<file path="config.mk">
export PLATFORM = sky130hd
export DESIGN_NAME = glob_wildcard_match
export DESIGN_NICKNAME = d
export VERILOG_FILES = /design/src/rtl/core/gwm_pkg.sv /design/src/rtl/core/gwm_cell.sv /design/src/rtl/core/gwm_tail.sv /design/src/rtl/core/glob_wildcard_match.sv
export VERILOG_INCLUDE_DIRS = /design/src /design/src/rtl/core
export SDC_FILE = /design/constraint.sdc
export NUM_CORES = 2
export LEC_CHECK = 0
export BUFFER_PORTS_ARGS = -buffer_cell sky130_fd_sc_hd__buf_2
export CELL_PAD_IN_SITES_DETAIL_PLACEMENT = 1
export CELL_PAD_IN_SITES_GLOBAL_PLACEMENT = 2
export CORE_UTILIZATION = 41
export CTS_CLUSTER_DIAMETER = 80
export DETAILED_ROUTE_END_ITERATION = 10
export GPL_ROUTABILITY_DRIVEN = 0
export GPL_TIMING_DRIVEN = 0
export HOLD_SLACK_MARGIN = 0.05
export PLACE_DENSITY_LB_ADDON = 0.05
export SYNTH_ARGS = -nofsm -noshare
export SYNTH_HDL_FRONTEND = slang
export SYNTH_SLANG_ARGS = --single-unit
</file>
<file path="constraint.sdc">
create_clock -name clk -period 3.35 [get_ports clk]
set_input_delay 0.335 -clock clk [delete_from_list [all_inputs] [get_ports clk]]
set_output_delay 0.335 -clock clk [all_outputs]
set_load 0.02 [all_outputs]
</file>
<file path="src/rtl/core/assert_macros.svh">
// Assertion helpers used by the glob matcher tail.
`ifndef ASSERT_MACROS_SVH
`define ASSERT_MACROS_SVH

`ifndef SYNTHESIS
// Same-cycle implication, disabled during reset.
`define GWM_ASSERT_NOW(lbl, clk, rst, ante, cons) \
  lbl: assert property (@(posedge clk) disable iff (rst) (ante) |-> (cons)) \
    else $error("glob matcher assertion failed");
// Next-cycle implication, disabled during reset.
`define GWM_ASSERT_NXT(lbl, clk, rst, ante, cons) \
  lbl: assert property (@(posedge clk) disable iff (rst) (ante) |=> (cons)) \
    else $error("glob matcher assertion failed");
`else
`define GWM_ASSERT_NOW(lbl, clk, rst, ante, cons)
`define GWM_ASSERT_NXT(lbl, clk, rst, ante, cons)
`endif

`endif

</file>
<file path="src/rtl/core/gwm_pkg.sv">
`timescale 1ns / 1ps
package gwm_pkg;

  localparam int PATTERN_MAX_DEF = 64;

  localparam logic [7:0] STAR_CHAR = 8'h2A;
  localparam logic [7:0] ANY_CHAR  = 8'h3F;

  localparam logic [1:0] MODE_CLEAR  = 2'd0;
  localparam logic [1:0] MODE_APPEND = 2'd1;
  localparam logic [1:0] MODE_NAME   = 2'd2;
  localparam logic [1:0] MODE_END    = 2'd3;

  typedef enum logic [2:0] {
    TK_NOP    = 3'd0,
    TK_CLEAR  = 3'd1,
    TK_APPEND = 3'd2,
    TK_NAME   = 3'd3,
    TK_END    = 3'd4
  } tok_kind_t;

  // Command that travels down the cell chain, one cell per cycle while the chain is enabled.
  typedef struct packed {
    tok_kind_t   kind;
    logic        pend;   // append byte not yet taken by a cell
    logic [7:0]  data;   // folded byte
  } token_t;

  // Active-bit hand-off to the next cell, aligned with the token.
  typedef struct packed {
    logic pass;   // this position is active and may be skipped (star or empty)
    logic step;   // this position consumed the name byte
  } link_t;

  function automatic logic [7:0] fold_case(input logic [7:0] b);
    logic [7:0] r;
    r = b;
    if (b >= 8'h41 && b <= 8'h5A) begin
      r = b + 8'h20;
    end
    return r;
  endfunction

endpackage

</file>
<file path="src/rtl/core/gwm_cell.sv">
`timescale 1ns / 1ps
module gwm_cell (
  input  logic            clk,
  input  logic            rst,
  input  logic            en,
  input  gwm_pkg::token_t tok_in,
  input  gwm_pkg::link_t  link_in,
  output gwm_pkg::token_t tok_out,
  output gwm_pkg::link_t  link_out
);
  import gwm_pkg::*;

  token_t     tok;
  token_t     tok_next;
  link_t      lnk;
  link_t      lnk_next;
  logic       a;
  logic       a_next;
  logic       valid;
  logic       valid_next;
  logic [7:0] pbyte;
  logic [7:0] pbyte_next;
  logic       star;
  logic       star_next;
  logic       hit;

  assign hit = (pbyte == ANY_CHAR) || (pbyte == tok_in.data);

  always_comb begin
    a_next     = a;
    valid_next = valid;
    pbyte_next = pbyte;
    star_next  = star;
    tok_next   = tok_in;
    lnk_next   = '0;
    unique case (tok_in.kind)
      TK_NAME: begin
        a_next        = (a & valid & star) | link_in.step | link_in.pass;
        lnk_next.step = a & valid & ~star & hit;
        lnk_next.pass = a_next & (~valid | star);
      end
      TK_CLEAR: begin
        valid_next    = 1'b0;
        a_next        = link_in.pass;
        lnk_next.pass = a_next;
      end
      TK_APPEND: begin
        // take the byte if this is the first empty position
        if (tok_in.pend && !valid) begin
          valid_next    = 1'b1;
          pbyte_next    = tok_in.data;
          star_next     = (tok_in.data == STAR_CHAR);
          tok_next.pend = 1'b0;
        end
        a_next        = link_in.pass;
        lnk_next.pass = a_next & (~valid_next | star_next);
      end
      TK_END: begin
        a_next        = link_in.pass;
        lnk_next.pass = a_next & (~valid | star);
      end
      default: begin
      end
    endcase
  end

  always_ff @(posedge clk) begin
    if (rst) begin
      tok   <= '0;
      lnk   <= '0;
      a     <= 1'b1;
      valid <= 1'b0;
    end else if (en) begin
      tok   <= tok_next;
      lnk   <= lnk_next;
      a     <= a_next;
      valid <= valid_next;
    end
  end

  always_ff @(posedge clk) begin
    if (en) begin
      pbyte <= pbyte_next;
      star  <= star_next;
    end
  end

  assign tok_out  = tok;
  assign link_out = lnk;

endmodule

</file>
<file path="src/rtl/core/gwm_tail.sv">
`timescale 1ns / 1ps
`include "assert_macros.svh"
module gwm_tail (
  input  logic            clk,
  input  logic            rst,
  input  gwm_pkg::token_t tok_in,
  input  gwm_pkg::link_t  link_in,
  input  logic            res_stall,
  output logic            en,
  output logic            res_valid,
  output logic            matched,
  output logic            pattern_overflow
);
  import gwm_pkg::*;

  logic a;
  logic a_next;
  logic ovf;
  logic ovf_next;
  logic emit;

  // hold the whole chain while a result waits
  assign en = ~(res_valid & res_stall);

  always_comb begin
    a_next   = a;
    ovf_next = ovf;
    emit     = 1'b0;
    unique case (tok_in.kind)
      TK_NAME: begin
        a_next = link_in.step | link_in.pass;
      end
      TK_CLEAR: begin
        a_next   = link_in.pass;
        ovf_next = 1'b0;
      end
      TK_APPEND: begin
        a_next = link_in.pass;
        // no cell had room for the byte
        if (tok_in.pend) begin
          ovf_next = 1'b1;
        end
      end
      TK_END: begin
        a_next = link_in.pass;
        emit   = 1'b1;
      end
      default: begin
      end
    endcase
  end

  always_ff @(posedge clk) begin
    if (rst) begin
      a         <= 1'b1;
      ovf       <= 1'b0;
      res_valid <= 1'b0;
    end else begin
      if (res_valid && !res_stall) begin
        res_valid <= 1'b0;
      end
      if (en) begin
        a   <= a_next;
        ovf <= ovf_next;
        if (emit) begin
          res_valid <= 1'b1;
        end
      end
    end
  end

  always_ff @(posedge clk) begin
    if (en && emit) begin
      matched          <= a;
      pattern_overflow <= ovf;
    end
  end

  `GWM_ASSERT_NXT(a_end_gives_result, clk, rst, en && tok_in.kind == TK_END, res_valid)
  `GWM_ASSERT_NXT(a_clear_drops_ovf, clk, rst, en && tok_in.kind == TK_CLEAR, !ovf)
  `GWM_ASSERT_NXT(a_spill_sets_ovf, clk, rst, en && tok_in.kind == TK_APPEND && tok_in.pend, ovf)
  `GWM_ASSERT_NXT(a_hold_state, clk, rst, !en, $stable(a) && $stable(ovf))
  `GWM_ASSERT_NOW(a_stall_freezes, clk, rst, res_valid && res_stall, !en)

endmodule

</file>
<file path="src/rtl/core/glob_wildcard_match.sv">
`timescale 1ns / 1ps
// Case-insensitive glob matcher ('*' any run, '?' one byte, A-Z fold to a-z).
// Every item (clear, append pattern byte, name byte, end of name) travels
// down a row of PATTERN_MAX cells, one cell per pattern position and one
// cell per cycle, so one item is taken every cycle while the row is not
// held. An end-of-name item passes through the head register, each cell and
// the tail register, which then shows its match result. While a result waits
// on res_stall the whole row holds and item_stall is high.
module glob_wildcard_match #(
  parameter int PATTERN_MAX = gwm_pkg::PATTERN_MAX_DEF
) (
  input  logic       clk,
  input  logic       rst,
  input  logic       item_valid,
  output logic       item_stall,
  input  logic [1:0] mode,
  input  logic [7:0] char_byte,
  output logic       res_valid,
  input  logic       res_stall,
  output logic       matched,
  output logic       pattern_overflow
);
  import gwm_pkg::*;

  token_t tok_chain  [PATTERN_MAX+1];
  link_t  link_chain [PATTERN_MAX+1];
  token_t head;
  token_t head_next;
  logic   en;
  logic   accept;

  assign item_stall = ~en;
  assign accept     = item_valid & en;

  always_comb begin
    head_next      = '0;
    head_next.data = fold_case(char_byte);
    if (accept) begin
      unique case (mode)
        MODE_CLEAR:  head_next.kind = TK_CLEAR;
        MODE_APPEND: begin
          head_next.kind = TK_APPEND;
          head_next.pend = 1'b1;
        end
        MODE_NAME:   head_next.kind = TK_NAME;
        MODE_END:    head_next.kind = TK_END;
        default:     head_next.kind = TK_NOP;
      endcase
    end
  end

  always_ff @(posedge clk) begin
    if (rst) begin
      head <= '0;
    end else if (en) begin
      head <= head_next;
    end
  end

  // position zero is active at the start of every name
  assign tok_chain[0]       = head;
  assign link_chain[0].step = 1'b0;
  assign link_chain[0].pass = (head.kind == TK_CLEAR) || (head.kind == TK_APPEND) ||
                              (head.kind == TK_END);

  for (genvar k = 0; k < PATTERN_MAX; k++) begin : g_cell
    gwm_cell u_cell (
      .clk      (clk),
      .rst      (rst),
      .en       (en),
      .tok_in   (tok_chain[k]),
      .link_in  (link_chain[k]),
      .tok_out  (tok_chain[k+1]),
      .link_out (link_chain[k+1])
    );
  end

  gwm_tail u_tail (
    .clk              (clk),
    .rst              (rst),
    .tok_in           (tok_chain[PATTERN_MAX]),
    .link_in          (link_chain[PATTERN_MAX]),
    .res_stall        (res_stall),
    .en               (en),
    .res_valid        (res_valid),
    .matched          (matched),
    .pattern_overflow (pattern_overflow)
  );

endmodule

</file>
==> results_dict.tcl <==
set metrics [dict create \
    layout_common_cells "nand2_1 (1846), dfxtp_1 (1031), a21oi_1 (1025), edfxtp_1 (578), xor2_1 (459)" \
    syn_avg_cell_area_um2 9.073 \
    final_common_cell "nand2_1" \
    finish.utilization 0.4745 \
    portBuffers 16 \
    grt_pass1_wl_um 417800 \
    crit_path_end_kind "flop" \
    final_nets 8220 \
    clk_pin_slew_ns 0.06 \
    worst-setup-path-type "reg2reg" \
    crit_chain "nand2_1 -> inv_2 -> buf_2 -> buf_2 -> buf_2 -> a21oi_1 -> o21ai_0" \
    ff2ff_path_depth 7 \
    critical-path-top-delay-family "buffers and inverters" \
    syn_nets 7996 \
    synth-main-ff-cell "dfxtp_1" \
    clockRootBuffer "clkbuf_16" \
    grt-ovfl-total 0 \
    ant_nets 0 \
    wl_per_cell_um 26.75 \
    p_leak_nw 27.36 \
    drt_iter0_drc 5184 \
    drive_gt1_frac 0.06912 \
    num_vias 62970 \
    multi_input_area_um2 32640 \
    violations "capacitance limit, slew limit, setup timing" \
    clockBufferDepth 3 \
    path_depth 7 \
    synth_edf_count 578 \
    num_rows 153 \
    fill_cells 19950 \
    synth_cells 7977 \
    ff_latch_area_um2 38000 \
    slew_violations 44 \
    ys_ff_latch 1609 \
    initial_core_util 0.4145 \
    syn_area_um2 72370 \
    viasPerCell 5.891 \
    post-dp-hpwl_um 205100 \
    irDropWorstVdd_mv 0.4639 \
    hold_class "in2reg" \
    worst_pin_slew_ns 1.611 \
    period_needed_ns 3.386 \
    placeableCoreArea_um2 174600 \
    synth_cell_types 63 \
    wl_um 286000 \
    worst_path_max_delay_cell "buf_2" \
    status "finished, violations left" \
    setup_slack_ns -0.03623 \
    numCtsBuffers 181 \
    antenna_found_initial 24 \
    fmax_mhz 295.3 \
    hold_viol_final 0 \
    grt.total_usage 0.3132 \
    ys_seq_area_frac 0.5250 \
    cp_num_buf_inv 4 \
    first_pass_iters 7 \
    cp_data_required_time_ns 4.07 \
    htree_levels 4 \
    slowest_delay_ns 0.75 \
    syn_to_final_growth_pct 14.46 \
    die_w_um 422.1 \
    cts_tree "built" \
    drcViolationCount 0 \
    critPathLaunchType "flop" \
    whs_path_depth 4 \
    slew_headroom -0.07386 \
    crit_path_frequent_cell "buf_2" \
    grt_max_degree 20 \
    clk-insertion-delay-late_ns 0.85 \
    yosysWarnings 0 \
    fin_skew_ns 0.03664 \
    worstPathMaxFanout 10 \
    powerDensity_nw_per_um2 512.7 \
    chipHeight_um 422.1 \
    finalSetupViolCount 3 \
    grt_pass1_vias 62500 \
    arrival_ns 4.11 \
    period_share 1.011 \
    top_level_ports 18 \
    cts.sinks 1609 \
    totalPowerFinal_mw 42.47 \
    async_reset_ff_frac 0 \
    rsz0062_at_grt "yes" \
    dieArea_um2 178200 \
    drv_cap 4 \
]
worst min-delay path, cell delays in order:
cell,delay (ns)
dlygate4sd3_1,0.53
buf_2,0.18
nand2_1,0.08
a21oi_1,0.06
logic make-up (layout without fill, tap and decap cells):
group                    count (synthesis)  after routing  share of synthesized area
other                                    0              3                          0
AND/OR/NAND/NOR                       3317           3317                     0.2178
flip-flops                            1609           1609                     0.5250
XOR/XNOR                               616            616                    0.07455
adder cells (fa/ha/maj)                  5              5                  0.0008644
multiplexers                            18             18                   0.002697
buffers and inverters                  601            986                    0.03290
AO/OA/AOI/OAI                         1811           1811                     0.1462
through the flow:
| stage | setup TNS (ns) | area [um2] | setup slack (ns) | hold WS (ns) | cells |
|---|---|---|---|---|---|
| after floorplan | 0 | 72370 | 0.8973 | 0.4090 | 7977 |
| after global placement | -765.89 | 75360 | -1.840 | 0.4206 | 10320 |
| after detailed placement | -365.91 | 75750 | -1.110 | 0.4237 | 10330 |
| after CTS | 0 | 82670 | 0.001826 | 0.3276 | 10690 |
| after global routing | -1.142 | 82830 | -0.05184 | 0.3838 | 10690 |
| final | -0.07259 | 82840 | -0.03623 | 0.3879 | 10690 |
power by group:
part           switching (mW)  total [mW]  internal (mW)
clock network            8.64        21.6           13.0
registers              0.0523        20.2           20.1
logic                   0.581       0.687          0.106
total                    9.27        42.5           33.2
flip-flops by register name (all words and copies together), names as in the netlist:
signal,flops
g_cell.u_cell.pbyte,512
g_cell.u_cell.valid,64
g_cell.u_cell.star,64
u_tail.pattern_overflow,1
u_tail.a,1
u_tail.matched,1
g_cell.u_cell.tok_out,760
head,12
g_cell.u_cell.a,64
u_tail.ovf,1
u_tail.res_valid,1
g_cell.u_cell.link_out,128
timing repair:
| item | in CTS | in global routing |
|---|---|---|
| buffers inserted | 0 | 0 |
| resized for setup | 63 | 20 |
| hold buffers | 14 | 0 |
| hold endpoints to repair | 11 | 0 |
| endpoints found under the setup margin | 590 | 174 |
layout make-up:
type / count / area share
sequential: 1609 / 0.4587
multi-input combinational: 5767 / 0.3940
clock buffer: 259 / 0.06407
tap: 2325 / 0.03512
buffer: 553 / 0.02766
clock inverter: 85 / 0.01355
timing repair buffer: 43 / 0.004682
inverter: 46 / 0.002084
antenna: 3 / 0.00009063
metal layers:
metal  part of all wire  global-route usage  wire length [um]  vias to the layer above
li1                   -                   -                 -                    28760
met1               0.44              0.4275            127000                    31760
met2               0.45              0.4912            128500                     1886
met3              0.061             0.04935             17570                      549
met4              0.045              0.1334             12880                       18
met5            0.00041                   0               118                        -
path summary, 6_finish.rpt:
kind,from,to,slack [ns]
worst min-delay path,char_byte[2],head[2],0.39
worst max register to register,u_tail.res_valid,g_cell[23].u_cell.link_out[1],-0.04
worst min register to register,u_tail.a,u_tail.matched,0.44
worst max-delay path,u_tail.res_valid,g_cell[23].u_cell.link_out[1],-0.04
Yosys cell counts, types with 15 or more instances:
library cell / count / area [um2]
a21boi_0: 15 / 112.6
a21oi_1: 1025 / 5130
a311oi_1: 25 / 219.0
a31o_2: 19 / 166.4
a31oi_1: 99 / 619.3
a32o_1: 15 / 150.1
a32oi_1: 29 / 254.0
and3_1: 16 / 100.1
buf_1: 33 / 123.9
buf_2: 100 / 500.5
clkbuf_1: 422 / 1584
dfxtp_1: 1031 / 20640
edfxtp_1: 578 / 17360
inv_1: 45 / 168.9
nand2_1: 1846 / 6929
nand2b_1: 161 / 1007
nand3_1: 120 / 600.6
nand3b_1: 25 / 187.7
nand4_1: 90 / 563.0
nand4b_1: 17 / 148.9
nor2_1: 294 / 1104
nor2b_1: 146 / 913.4
nor3_1: 98 / 490.5
nor4_1: 241 / 1508
nor4b_1: 66 / 578.1
nor4bb_1: 65 / 650.6
o2111ai_1: 39 / 341.6
o21a_1: 27 / 202.7
o21ai_0: 213 / 1066
o21ai_1: 20 / 100.1
o22ai_1: 69 / 431.7
o311ai_0: 63 / 551.8
o31ai_1: 48 / 360.4
o41ai_1: 28 / 245.2
or3_1: 64 / 400.4
or3b_2: 19 / 166.4
or4_1: 23 / 172.7
xnor2_1: 157 / 1375
xor2_1: 459 / 4020
Power figures use the tool's default switching activity.
